## src/kts_pkg.sv

```systemverilog
// Package for the kernel thread scheduler: thread states, result codes,
// request codes and controller states. No dependencies.
package kts_pkg;

  typedef enum logic [2:0] {
    ST_DEAD  = 3'd0,
    ST_READY = 3'd1,
    ST_RUN   = 3'd2,
    ST_TIMED = 3'd3,
    ST_SEMA  = 3'd4,
    ST_SLEEP = 3'd5
  } tstate_t;

  typedef enum logic [1:0] {
    RC_DONE     = 2'd0,
    RC_BLOCKED  = 2'd1,
    RC_NOTFOUND = 2'd2,
    RC_DEADLOCK = 2'd3
  } rc_t;

  localparam logic [3:0] F_CREATE = 4'd0;
  localparam logic [3:0] F_START  = 4'd1;
  localparam logic [3:0] F_YIELD  = 4'd2;
  localparam logic [3:0] F_EXIT   = 4'd3;
  localparam logic [3:0] F_SLEEP  = 4'd4;
  localparam logic [3:0] F_WAKEUP = 4'd5;
  localparam logic [3:0] F_CSEMA  = 4'd6;
  localparam logic [3:0] F_WAIT   = 4'd7;
  localparam logic [3:0] F_SIGNAL = 4'd8;

  localparam logic [31:0] DELAY_MAX = 32'hFFFF_FFFF;

  typedef enum logic [3:0] {
    S_IDLE,     // waiting for a request
    S_EXEC,     // request work
    S_SIGNAL,   // scan of waiters on a signal
    S_YPREP,    // caller update for a yield
    S_RRSCAN,   // round robin search for a ready thread
    S_MINSCAN,  // least delay search
    S_ADVSCAN,  // advance timers
    S_FINISH,   // commit dispatch
    S_OUT       // result held for the consumer
  } ctl_state_t;

  typedef struct packed {
    logic load;      // capture request
    logic exec;      // run the request work
    logic sig_step;  // one signal scan step
    logic yprep;     // caller update
    logic rr_step;
    logic min_step;
    logic adv_step;
    logic finish;
    logic scan_clr;  // clear scan counter
  } cmd_t;

  typedef struct packed {
    logic go_signal;  // exec found a signal needing a scan
    logic go_yield;   // exec requires a yield
    logic scan_last;  // counter on its last element
    logic rr_hit;     // ready thread found
    logic any_timed;
  } sts_t;

endpackage

```

## src/kts_datapath.sv

```systemverilog
// Datapath of the kernel thread scheduler: thread and semaphore tables,
// scan counter and result registers. Uses kts_pkg.
module kts_datapath #(
  parameter int THREADS = 16,
  parameter int SEMAPHORES = 16
) (
  input  logic            clk,
  input  logic            rst,
  input  kts_pkg::cmd_t   cmd,
  output kts_pkg::sts_t   sts,
  input  logic [3:0]      func,
  input  logic [7:0]      object_id,
  input  logic [15:0]     amount,
  input  logic [15:0]     limit,
  input  logic [31:0]     wait_ticks,
  output logic [1:0]      result_code,
  output logic [4:0]      created_id,
  output logic            switched,
  output logic            running_valid,
  output logic [3:0]      running_index
);

  localparam int TW = $clog2(THREADS);
  localparam int SW = (SEMAPHORES > 1) ? $clog2(SEMAPHORES) : 1;
  localparam int TCW = $clog2(THREADS + 1);
  localparam int SCW = $clog2(SEMAPHORES + 1);

  kts_pkg::tstate_t  tstate [THREADS];
  logic [31:0]       tdelay [THREADS];
  logic [7:0]        ttarget [THREADS];
  logic [7:0]        credit [THREADS];
  logic [15:0]       slevel [SEMAPHORES];
  logic [15:0]       sceil [SEMAPHORES];
  logic [TCW-1:0]    tcount;
  logic [SCW-1:0]    scount;
  logic              cur_valid;
  logic [TW-1:0]     cur_index;

  // captured request
  logic [3:0]  r_func;
  logic [7:0]  r_id;
  logic [15:0] r_amount;
  logic [15:0] r_limit;
  logic [31:0] r_ticks;
  logic [31:0] y_ticks;
  logic        old_valid;
  logic [TW-1:0] old_index;
  kts_pkg::rc_t rc;
  logic [4:0]  made;
  logic        rc_block;  // map done to blocked after yield

  logic [TW-1:0] scan;
  logic [TW-1:0] rr_idx;
  logic [16:0]   lv;
  logic [31:0]   least;
  logic          any_timed;
  logic          next_found;
  logic [TW-1:0] disp_idx;

  logic          tfound, sfound;
  logic [TW-1:0] ti;
  logic [SW-1:0] si;
  logic [TCW-1:0] last_t;
  logic [16:0]   lv_sum;

  assign tfound = (r_id != 8'd0) && ({1'b0, r_id} <= 9'(tcount));
  assign sfound = (r_id != 8'd0) && ({1'b0, r_id} <= 9'(scount));
  assign ti = TW'(r_id - 8'd1);
  assign si = SW'(r_id - 8'd1);
  assign last_t = tcount - TCW'(1);
  assign lv_sum = {1'b0, slevel[si]} + {1'b0, r_amount};

  // round robin candidate: (cur + 1 + scan) mod n
  always_comb begin
    logic [TCW:0] sum;
    sum = TCW'(old_index) + TCW'(scan) + (TCW+1)'(1);
    if (sum >= (TCW+1)'(tcount)) sum = sum - (TCW+1)'(tcount);
    rr_idx = TW'(sum);
  end

  assign sts.scan_last = ({1'b0, scan} == (TW+1)'(last_t));
  assign sts.rr_hit    = (tstate[rr_idx] == kts_pkg::ST_READY);
  assign sts.any_timed = any_timed;

  // exec decisions
  logic go_yield_c, go_signal_c;
  always_comb begin
    go_yield_c = 1'b0;
    go_signal_c = 1'b0;
    case (r_func)
      kts_pkg::F_YIELD: go_yield_c = cur_valid && tcount != '0
                                   && TCW'(cur_index) < tcount;
      kts_pkg::F_EXIT:  go_yield_c = cur_valid;
      kts_pkg::F_SLEEP: go_yield_c = cur_valid && credit[cur_index] == 8'd0;
      kts_pkg::F_WAIT:  go_yield_c = sfound && slevel[si] < r_amount && cur_valid;
      kts_pkg::F_SIGNAL: go_signal_c = sfound && tcount != '0;
      default: ;
    endcase
  end
  assign sts.go_yield = go_yield_c;
  assign sts.go_signal = go_signal_c;

  always_ff @(posedge clk) begin
    if (rst) begin
      for (int i = 0; i < THREADS; i++) begin
        tstate[i]  <= kts_pkg::ST_DEAD;
        tdelay[i]  <= '0;
        ttarget[i] <= '0;
        credit[i]  <= '0;
      end
      tcount <= '0;
      scount <= '0;
      cur_valid <= 1'b0;
      cur_index <= '0;
      scan <= '0;
    end else begin
      if (cmd.scan_clr) scan <= '0;
      else if (cmd.sig_step || cmd.rr_step || cmd.min_step || cmd.adv_step)
        scan <= scan + TW'(1);

      if (cmd.exec) begin
        case (r_func)
          kts_pkg::F_CREATE: if (tcount < TCW'(THREADS)) begin
            tstate[TW'(tcount)]  <= kts_pkg::ST_READY;
            tdelay[TW'(tcount)]  <= '0;
            ttarget[TW'(tcount)] <= '0;
            tcount <= tcount + TCW'(1);
          end
          kts_pkg::F_START: if (tfound && tstate[ti] == kts_pkg::ST_READY
                                && !cur_valid) begin
            cur_valid <= 1'b1;
            cur_index <= ti;
            tstate[ti] <= kts_pkg::ST_RUN;
          end
          kts_pkg::F_EXIT: if (cur_valid) tstate[cur_index] <= kts_pkg::ST_DEAD;
          kts_pkg::F_SLEEP: if (cur_valid) begin
            if (credit[cur_index] != 8'd0)
              credit[cur_index] <= credit[cur_index] - 8'd1;
            else tstate[cur_index] <= kts_pkg::ST_SLEEP;
          end
          kts_pkg::F_WAKEUP: if (tfound) begin
            if (tstate[ti] == kts_pkg::ST_SLEEP) tstate[ti] <= kts_pkg::ST_READY;
            else if (credit[ti] != 8'd255) credit[ti] <= credit[ti] + 8'd1;
          end
          kts_pkg::F_CSEMA: if (scount < SCW'(SEMAPHORES)) scount <= scount + SCW'(1);
          kts_pkg::F_WAIT: if (go_yield_c) begin
            tstate[cur_index]  <= kts_pkg::ST_SEMA;
            ttarget[cur_index] <= r_id;
          end
          default: ;
        endcase
      end

      if (cmd.sig_step && tstate[scan] == kts_pkg::ST_SEMA
          && ttarget[scan] == r_id && lv != '0) begin
        tstate[scan]  <= kts_pkg::ST_READY;
        ttarget[scan] <= '0;
      end

      if (cmd.yprep) begin
        tdelay[cur_index] <= y_ticks;
        if (y_ticks != '0) tstate[cur_index] <= kts_pkg::ST_TIMED;
        else if (tstate[cur_index] == kts_pkg::ST_RUN)
          tstate[cur_index] <= kts_pkg::ST_READY;
      end

      if (cmd.adv_step && tstate[scan] == kts_pkg::ST_TIMED) begin
        tdelay[scan] <= tdelay[scan] - least;
        if (tdelay[scan] == least) tstate[scan] <= kts_pkg::ST_READY;
      end

      if (cmd.finish) begin
        if (next_found) begin
          cur_valid <= 1'b1;
          cur_index <= disp_idx;
          tstate[disp_idx] <= kts_pkg::ST_RUN;
        end else cur_valid <= 1'b0;
      end
    end
  end

  // semaphore memory: written only at creation, at a wait that takes its amount and at a signal
  always_ff @(posedge clk) begin
    if (cmd.exec && r_func == kts_pkg::F_CSEMA && scount < SCW'(SEMAPHORES)) begin
      slevel[SW'(scount)] <= r_amount;
      sceil[SW'(scount)]  <= r_limit;
    end
    if (cmd.exec && r_func == kts_pkg::F_WAIT && sfound && slevel[si] >= r_amount)
      slevel[si] <= slevel[si] - r_amount;
    if (cmd.exec && r_func == kts_pkg::F_SIGNAL && sfound && tcount == '0)
      slevel[si] <= (lv_sum > {1'b0, sceil[si]}) ? sceil[si] : lv_sum[15:0];
    if (cmd.sig_step && sts.scan_last) begin
      if (tstate[scan] == kts_pkg::ST_SEMA && ttarget[scan] == r_id && lv != '0)
        slevel[si] <= lv[15:0] - 16'd1;
      else slevel[si] <= lv[15:0];
    end
  end

  // request capture and scan working registers
  always_ff @(posedge clk) begin
    if (cmd.load) begin
      r_func <= func;
      r_id <= object_id;
      r_amount <= amount;
      r_limit <= limit;
      r_ticks <= wait_ticks;
      old_valid <= cur_valid;
      old_index <= cur_index;
      rc_block <= 1'b0;
      made <= '0;
    end
    if (cmd.exec) begin
      y_ticks <= (r_func == kts_pkg::F_YIELD) ? r_ticks : '0;
      rc_block <= (r_func == kts_pkg::F_SLEEP) || (r_func == kts_pkg::F_WAIT);
      old_index <= cur_index;
      lv <= (lv_sum > {1'b0, sceil[si]}) ? {1'b0, sceil[si]} : lv_sum;
      rc <= kts_pkg::RC_DONE;
      case (r_func)
        kts_pkg::F_CREATE: begin
          if (tcount >= TCW'(THREADS)) rc <= kts_pkg::RC_NOTFOUND;
          else made <= 5'(tcount) + 5'd1;
        end
        kts_pkg::F_START:
          if (!tfound || tstate[ti] != kts_pkg::ST_READY) rc <= kts_pkg::RC_NOTFOUND;
        kts_pkg::F_WAKEUP: if (!tfound) rc <= kts_pkg::RC_NOTFOUND;
        kts_pkg::F_CSEMA: begin
          if (scount >= SCW'(SEMAPHORES)) rc <= kts_pkg::RC_NOTFOUND;
          else made <= 5'(scount) + 5'd1;
        end
        kts_pkg::F_WAIT: begin
          if (!sfound) rc <= kts_pkg::RC_NOTFOUND;
          else if (slevel[si] < r_amount && !cur_valid) rc <= kts_pkg::RC_BLOCKED;
        end
        kts_pkg::F_SIGNAL: if (!sfound) rc <= kts_pkg::RC_NOTFOUND;
        kts_pkg::F_YIELD, kts_pkg::F_EXIT, kts_pkg::F_SLEEP: ;
        default: rc <= kts_pkg::RC_NOTFOUND;
      endcase
    end
    if (cmd.sig_step && tstate[scan] == kts_pkg::ST_SEMA
        && ttarget[scan] == r_id && lv != '0)
      lv <= lv - 17'd1;
    if (cmd.yprep) begin
      next_found <= 1'b0;
      any_timed <= 1'b0;
      least <= kts_pkg::DELAY_MAX;
    end
    if (cmd.rr_step && sts.rr_hit && !next_found) begin
      next_found <= 1'b1;
      disp_idx <= rr_idx;
    end
    if (cmd.min_step && tstate[scan] == kts_pkg::ST_TIMED) begin
      any_timed <= 1'b1;
      if (tdelay[scan] < least) least <= tdelay[scan];
    end
    if (cmd.adv_step && tstate[scan] == kts_pkg::ST_TIMED
        && tdelay[scan] == least && !next_found) begin
      next_found <= 1'b1;
      disp_idx <= scan;
    end
    if (cmd.finish) begin
      if (!next_found) rc <= kts_pkg::RC_DEADLOCK;
      else if (rc_block) rc <= kts_pkg::RC_BLOCKED;
    end
  end

  assign result_code   = rc;
  assign created_id    = made;
  assign running_valid = cur_valid;
  assign running_index = cur_valid ? 4'(cur_index) : 4'd0;
  assign switched = (old_valid != cur_valid) ||
                    (old_valid && cur_valid && old_index != cur_index);

endmodule

```

## src/kts_ctrl.sv

```systemverilog
// Controller of the kernel thread scheduler: request sequencing and the
// yield scan passes. Uses kts_pkg.
module kts_ctrl (
  input  logic          clk,
  input  logic          rst,
  input  logic          in_valid,
  output logic          in_ready,
  output logic          out_valid,
  input  logic          out_ready,
  output kts_pkg::cmd_t cmd,
  input  kts_pkg::sts_t sts
);

  kts_pkg::ctl_state_t state, state_next;

  always_ff @(posedge clk) begin
    if (rst) state <= kts_pkg::S_IDLE;
    else state <= state_next;
  end

  always_comb begin
    state_next = state;
    case (state)
      kts_pkg::S_IDLE:   if (in_valid) state_next = kts_pkg::S_EXEC;
      kts_pkg::S_EXEC:
        if (sts.go_yield) state_next = kts_pkg::S_YPREP;
        else if (sts.go_signal) state_next = kts_pkg::S_SIGNAL;
        else state_next = kts_pkg::S_OUT;
      kts_pkg::S_SIGNAL: if (sts.scan_last) state_next = kts_pkg::S_OUT;
      kts_pkg::S_YPREP:  state_next = kts_pkg::S_RRSCAN;
      kts_pkg::S_RRSCAN:
        if (sts.rr_hit) state_next = kts_pkg::S_FINISH;
        else if (sts.scan_last) state_next = kts_pkg::S_MINSCAN;
      kts_pkg::S_MINSCAN: if (sts.scan_last) state_next = kts_pkg::S_ADVSCAN;
      kts_pkg::S_ADVSCAN:
        if (!sts.any_timed || sts.scan_last) state_next = kts_pkg::S_FINISH;
      kts_pkg::S_FINISH: state_next = kts_pkg::S_OUT;
      kts_pkg::S_OUT:    if (out_ready) state_next = kts_pkg::S_IDLE;
      default: state_next = kts_pkg::S_IDLE;
    endcase
  end

  always_comb begin
    cmd = '0;
    in_ready = (state == kts_pkg::S_IDLE);
    out_valid = (state == kts_pkg::S_OUT);
    case (state)
      kts_pkg::S_IDLE:    cmd.load = in_valid;
      kts_pkg::S_EXEC:    begin cmd.exec = 1'b1; cmd.scan_clr = 1'b1; end
      kts_pkg::S_SIGNAL:  cmd.sig_step = 1'b1;
      kts_pkg::S_YPREP:   begin cmd.yprep = 1'b1; cmd.scan_clr = 1'b1; end
      kts_pkg::S_RRSCAN: begin
        cmd.rr_step = 1'b1;
        if (sts.scan_last) cmd.scan_clr = 1'b1;
      end
      kts_pkg::S_MINSCAN: begin
        cmd.min_step = 1'b1;
        if (sts.scan_last) cmd.scan_clr = 1'b1;
      end
      kts_pkg::S_ADVSCAN: cmd.adv_step = sts.any_timed;
      kts_pkg::S_FINISH:  cmd.finish = 1'b1;
      default: ;
    endcase
  end

  a_one_side: assert property (@(posedge clk) disable iff (rst)
    !(in_ready && out_valid)) else $error("in_ready with out_valid");
  a_out_hold: assert property (@(posedge clk) disable iff (rst)
    out_valid && !out_ready |=> out_valid) else $error("result dropped");
  a_load_exec: assert property (@(posedge clk) disable iff (rst)
    in_valid && in_ready |=> state == kts_pkg::S_EXEC) else $error("no exec");
  a_finish_out: assert property (@(posedge clk) disable iff (rst)
    state == kts_pkg::S_FINISH |=> out_valid) else $error("finish lost");

endmodule

```

## src/kernel_thread_scheduler.sv

```systemverilog
// Kernel thread scheduler: round robin dispatch with tick delays, sleep and
// wakeup credits, and counted semaphores. One request in, one result out.
// Simple requests are captured, executed and then present their result; a
// signal adds a scan step per created thread; a yield (also exit, blocking
// sleep or wait) adds the caller update, the round robin, least delay and
// timer advance passes over the thread table (one thread per cycle) and the
// dispatch commit. A new request is accepted no earlier than the cycle after
// the previous result has been taken, so requests never overlap. Uses
// kts_pkg.
module kernel_thread_scheduler #(
  parameter int THREADS = 16,
  parameter int SEMAPHORES = 16
) (
  input  logic        clk,
  input  logic        rst,
  input  logic        in_valid,
  output logic        in_ready,
  input  logic [3:0]  func,
  input  logic [7:0]  object_id,
  input  logic [15:0] amount,
  input  logic [15:0] limit,
  input  logic [31:0] wait_ticks,
  output logic        out_valid,
  input  logic        out_ready,
  output logic [1:0]  result_code,
  output logic [4:0]  created_id,
  output logic        switched,
  output logic        running_valid,
  output logic [3:0]  running_index
);

  kts_pkg::cmd_t cmd;
  kts_pkg::sts_t sts;

  kts_ctrl u_ctrl (
    .clk(clk), .rst(rst), .in_valid(in_valid), .in_ready(in_ready),
    .out_valid(out_valid), .out_ready(out_ready), .cmd(cmd), .sts(sts)
  );

  kts_datapath #(.THREADS(THREADS), .SEMAPHORES(SEMAPHORES)) u_dp (
    .clk(clk), .rst(rst), .cmd(cmd), .sts(sts),
    .func(func), .object_id(object_id), .amount(amount), .limit(limit),
    .wait_ticks(wait_ticks), .result_code(result_code),
    .created_id(created_id), .switched(switched),
    .running_valid(running_valid), .running_index(running_index)
  );

endmodule
```

## config.mk

```make
export PLATFORM = sky130hd
export DESIGN_NAME = kernel_thread_scheduler
export DESIGN_NICKNAME = d
export VERILOG_FILES = /design/src/kts_pkg.sv /design/src/kts_datapath.sv /design/src/kts_ctrl.sv /design/src/kernel_thread_scheduler.sv
export SDC_FILE = /design/constraint.sdc
export NUM_CORES = 2
export LEC_CHECK = 0
export BUFFER_PORTS_ARGS = -buffer_cell sky130_fd_sc_hd__buf_2
export CORE_ASPECT_RATIO = 1.4
export CORE_MARGIN = 2
export CORE_UTILIZATION = 56
export CTS_CLUSTER_SIZE = 40
export DETAILED_ROUTE_END_ITERATION = 12
export PLACE_DENSITY_LB_ADDON = 0.15
export SYNTH_ARGS = -nofsm -noshare
export SYNTH_HDL_FRONTEND = slang
export SYNTH_SLANG_ARGS = --single-unit
```

## constraint.sdc

```tcl
create_clock -name clk -period 11.3 [get_ports clk]
set_input_delay 0 -clock clk [delete_from_list [all_inputs] [get_ports clk]]
set_output_delay 0 -clock clk [all_outputs]
set_load 0.01 [all_outputs]
```

# [After elaboration in Yosys (flattened, before gate mapping)]
# Memory sizes are Yosys's and may differ from the RTL's. A register that Yosys moved wholly into a read port is not among the register bits.
# Cells that the tools add are included.
[op_classes] n_eq_ne=35 shifts=0 n_addsub=15 muxes=207 n_lt_le_gt_ge=12 bitwise_logic=9 n_reduce_logical=82 multipliers=0 div_mod_pow=0
[ops] cell="2-to-1 mux 32 bit" n=6
[ops] cell="2-to-1 mux 4 bit" n=42
[ops] cell="2-to-1 mux 1 bit" n=116
[ops] cell="OR reduction 32 bit" n=3
[ops] cell="2-to-1 mux 16 bit" n=5
[ops] cell="2-to-1 mux 17 bit" n=3
[ops] cell="2-to-1 mux 8 bit" n=5
[ops] cell="OR reduction 8 bit" n=5
[ops] cell="one-hot mux 4 bit (9 select lines)" n=1
[ops] cell="logical AND 1 bit" n=33
[ops] cell="2-to-1 mux 3 bit" n=11
[ops] cell="equality test 32 bit" n=1
[ops] cell="equality test 4 x 3 -> 1 bit, second input constant" n=8
[ops] cell="< comparator 32 bit" n=1
[ops] cell="nonzero test 32 bit" n=1
[ops] cell="subtractor 32 bit" n=1
[ops] cell="2-to-1 mux 2 bit" n=10
[ops] cell="2-to-1 mux 5 bit" n=4
[ops] cell="OR reduction 3 bit" n=6
[ops] cell="adder 16 x 16 -> 17 bit" n=1
[ops] cell="> comparator 17 x 16 -> 1 bit" n=1
[ops] cell="nonzero test 17 bit" n=1
[ops] cell="subtractor 17 x 1 -> 17 bit, second input constant" n=1
[ops] cell="equality test 4 x 2 -> 1 bit, second input constant" n=4
[ops] cell="48 further kinds" n=90
[word_totals] n_memories=6 output_inout_bits=15 ramBits=1328 ff_bits=199 latch_bits=0 inputBits=80 wordCells=388 mem_bits_ro=0
[memory_table] memory="u_dp.tdelay" words=16 word_bits=32 rd=1 rd_ports_with_merged_regs=1 wr=16 line_no="kts_datapath.sv:29" text="logic [31:0] tdelay [THREADS];"
[memory_table] memory="u_dp.sceil" words=16 word_bits=16 rd=1 rd_ports_with_merged_regs=0 wr=1 line_no="kts_datapath.sv:33" text="logic [15:0] sceil [SEMAPHORES];"
[memory_table] memory="u_dp.slevel" words=16 word_bits=16 rd=1 rd_ports_with_merged_regs=0 wr=1 line_no="kts_datapath.sv:32" text="logic [15:0] slevel [SEMAPHORES];"
[memory_table] memory="u_dp.credit" words=16 word_bits=8 rd=2 rd_ports_with_merged_regs=1 wr=16 line_no="kts_datapath.sv:31" text="logic [7:0] credit [THREADS];"
[memory_table] memory="u_dp.ttarget" words=16 word_bits=8 rd=1 rd_ports_with_merged_regs=1 wr=16 line_no="kts_datapath.sv:30" text="logic [7:0] ttarget [THREADS];"
[memory_table] memory="u_dp.tstate" words=16 word_bits=3 rd=4 rd_ports_with_merged_regs=2 wr=16 line_no="kts_datapath.sv:28" text="kts_pkg::tstate_t tstate [THREADS];"

# [Depth between registers and ports, before layout]
# An unclocked memory read counts as a cell.
[depth] depth_word=18 ltp_mapped=40 depth_no_buf=28

# [Modules after synthesis]
# From an unflattened synthesis, not the netlist that was laid out.
[unflattened] cells_unflattened=6731 hier_area_um2=79960.4
[modules_own_cells] mod="kts_datapath" cells_each=6674 area_each_um2=79576.3 seq_area_each_um2=43451.7 instances=1
[modules_own_cells] mod="kts_ctrl" cells_each=57 area_each_um2=384.1 seq_area_each_um2=80.1 instances=1

# [Least setup slack after synthesis]
# Ideal clock, no wire load.
[synth_path] path_type="flip-flop to flip-flop" from="register u_dp.r_id[0]" to="memory u_dp.slevel[0][13], data pin" setup_ns=0.392 path_stages_with_launch=38 n_path_buf=13 arrival_ns=9.356 synth_period_minus_slack_ns=9.749 t_required_ns=10.908 path_slack_ns=1.551 path_cell_list="edfxtp_1 -> buf_2 -> inv_1 -> buf_2 -> ha_1 -> buf_2 -> buf_4 -> buf_2 -> buf_2 -> buf_1 -> buf_1 -> clkbuf_1 -> clkbuf_1 -> mux4_2 -> mux4_2 -> ha_1 -> clkbuf_1 -> a21oi_1 -> (+2 left out) -> o41a_1 -> a221o_1 -> a22oi_1 -> nor2b_1 -> xnor2_1 -> inv_1 -> ha_1 -> o21a_1 -> o21ai_0 -> nor3_1 -> o31ai_1 -> a21oi_1 -> a211o_1 -> clkbuf_1 -> clkbuf_1 -> mux2i_1 -> mux2i_1 -> o41ai_1"
[synth_between] elab_chain_len=11 word_cells_on_any_way=36 classes_between="add/sub: 3; order compare: 3; eq/ne: 1; mux: 15; bitwise: 3; reduce/logical: 9; memory: 2"
[synth_lines] element="start: declaration" line_no="kts_datapath.sv:41" text="logic [7:0] r_id;"
[synth_lines] element="start signal: assignment" line_no="kts_datapath.sv:203" text="r_id <= object_id;"
[synth_lines] element="branches (longest 10 deep; another with adder 16 x 16 -> 17 bit)"
[synth_lines] element="2-to-1 mux 16 bit (no source line) *"
[synth_lines] element="end: declaration" line_no="kts_datapath.sv:32"
# Every way passes the cells marked *.

# [Worst setup path after layout]
[layout_path] from="register u_dp.r_id[0]" to="memory u_dp.slevel[6][5], data pin"
# The elaborated chain is that of the path after synthesis.

==> qor.yml <==
max_slew.worst_pin.slew_ps: 1380
setup_tns_ps: 0
start_kind: "register"
leakage_nw: 27.2
row_count: 155
clockBufferDepth: 3
antenna_found_initial: 17
crit_path_max_fanout: 38
ys_ff_latch: 1531
grt_overflow: 0
synth_top_flop_cell: "edfxtp_1"
htree_levels: 4
seqCellArea_um2: 45300
slew_headroom_pct: 8.30
post_synth_instance_area_um2: 71400
yosysUniqueCellTypes: 103
initial_utilization_pct: 56.2
rsz0062_at_grt: "false"
grt_first_pass_wirelength_mm: 297
syn_to_final_growth_pct: 12.6
cts_tree: "yes"
setup_viol: 0
min_period_over_period_pct: 80.9
cts-resized-gates: 0
finalClockSkew_ps: 30.6
hold_path_class: "input pin to register"
crit_path_end_kind: "register"
peakVddDrop_v: 0.000218
seq_area_frac_synth_pct: 63.4
post_cts_buffers: 0
die_x_um: 306
async_flop_share_pct: 0
drt_pass1_iterations: 6
io_buffers: 94
clk_pin_slew_worst_paths_ps: 70
drtAntennaViolNets: 0
nets: 5499
dr.max_layer_used: "met5"
clk_latency_ps: 810
grt_max_degree: 102
place_congestion: 0.946
status: "completed"
drt-met1-wl_mm: 72.9
synth_edf_count: 1463
synth_warnings: 0
ios: 95
fin_crit_ps: 9150
avgSynthCellArea_um2: 14.2
critPathRequiredTime_ps: 11740
power-per-cell-area_nw_per_um2: 190
dieArea_um2: 130000
vias: 45400
crit_type: "register to register"
hpwlAfterDp_mm: 128
wl_per_cell_um: 28.8
grt_util_all_layers_pct: 31.4
cts_root_buf: "clkbuf_16"
cts_sinks: 1531
max_freq_mhz: 109
max_cap_violations: 0
cp.arrival_ps: 9580
fill_cells: 9262
die_height_um: 427
drv_slew: 0
wl_met2_mm: 104
fin_util_pct: 63.3
mostFrequentLayoutCells: "edfxtp_1 (1463), nor2_1 (948), mux4_2 (404), nand2_1 (292), dlygate4sd3_1 (155)"
drc_errors: 0
drt_iter0_markers: 4992
critPathSlowestCell: "a31oi_1"
syn_inst: 5036
final_common_cell: "edfxtp_1"
multi_input_area_um2: 24900
drive_above_1_share_pct: 18.3
drt-total-wl_mm: 204
cts_buffers: 145
hold_viol_final: 0
routed-wl-met3_mm: 17.1
vias_per_cell: 6.42
cpPeakStageDelay_ps: 910
coreArea_um2: 127000
grt_pass1_vias: 45300
-- cell families after synthesis --
family / after synthesis / share of synthesized area, %
XOR/XNOR: 115 / 1.42
other: 1 / 0.00525
adder cells (fa/ha/maj): 119 / 2.14
flip-flops: 1531 / 63.4
AO/OA/AOI/OAI: 515 / 4.78
buffers and inverters: 454 / 2.58
multiplexers: 513 / 14.4
AND/OR/NAND/NOR: 1788 / 11.3
-- power by group --
group          total (mW)  leakage (nW)  switching (mW)  internal, mW
clock                4.82          2.23            2.16          2.65
sequential           6.90          14.8           0.259          6.64
combinational        3.53          10.2            2.13          1.40
total                15.2          27.2            4.55          10.7
-- layer usage --
layer  track usage (%)  up-vias
li1                  -    19500
met1              38.3    23000
met2              54.4     2339
met3              5.73      488
met4              14.7        8
met5                 0        -
-- timing repair --
action | in CTS | in global routing
endpoints found under the setup margin | 0 | 0
hold endpoints to repair | 110 | 0
hold buffers | 155 | 0
-- flip-flops by register name, summed over array words and instances (netlist names), 5 cells and up, named ones only --
signal and count:
u_dp.ttarget 128, u_dp.y_ticks 32, u_dp.r_id 8, u_dp.r_amount 16
u_dp.r_ticks 32, u_dp.credit 128, u_dp.r_limit 16, u_dp.tdelay 512
u_dp.scount 5, u_dp.slevel 256, u_dp.lv 17, u_dp.created_id 5
u_dp.sceil 256, u_dp.least 32, u_dp.tcount 5, u_dp.tstate 48
-- layout make-up --
type,count,area share [%]
flip-flops and latches,1531,56.3
clock buffers,189,4.77
multi-input cells,3098,30.9
well taps,1648,2.56
inverters,139,0.650
repair buffers,385,3.81
diodes,4,0.0124
clock inverters,77,0.961
-- metrics by stage --
step | instance area (µm²) | instances | setup WS, ps | hold slack, ps | total power [mW]
2_1_floorplan | 71600 | 5083 | 1550 | 98.9 | 9.36
3_3_place_gp | 74300 | 6644 | 2330 | 176 | 10.4
3_5_place_dp | 74300 | 6644 | 2160 | 178 | 10.4
4_1_cts | 80400 | 7065 | 2120 | 9.13 | 15.2
5_1_grt | 80400 | 7070 | 1510 | 40.7 | 15.8
6_report | 80400 | 7071 | 2150 | 66.1 | 15.2
-- worst paths after layout --
path	from	to	slack (ps)	depth (start not counted)
max	u_dp.r_id[0]	u_dp.slevel[6][5]	2150	29
min	object_id[1]	u_dp.r_id[1]	70	2
max reg2reg	u_dp.r_id[0]	u_dp.slevel[6][5]	2150	29
min reg2reg	u_dp.created_id[3]	u_dp.created_id[3]	470	2
-- synthesized netlist by cell type, drive strengths merged, types with 56 or more instances --
cell	number	area (µm²)
nand3	73	370
buf	89	474
a21oi	156	788
mux4	408	9200
o21ai	87	458
nor2	982	3690
edfxtp	1463	43900
mux2i	86	865
nor3	56	302
ha	114	1430
nand2	308	1160
xnor2	78	683
and3	74	463
and2	56	350
dfxtp	68	1360
inv	139	522
clkbuf	226	848
-- critical path, delay by kind of cell (launching register included) --
kind,cells,cell delay [ps]
flip-flops,1,440
adder cells (fa/ha/maj),3,1260
AO/OA/AOI/OAI,14,3460
multiplexers,3,1160
buffers and inverters,4,1590
XOR/XNOR,1,170
AND/OR/NAND/NOR,4,600
(Power assumes the default switching activity.)
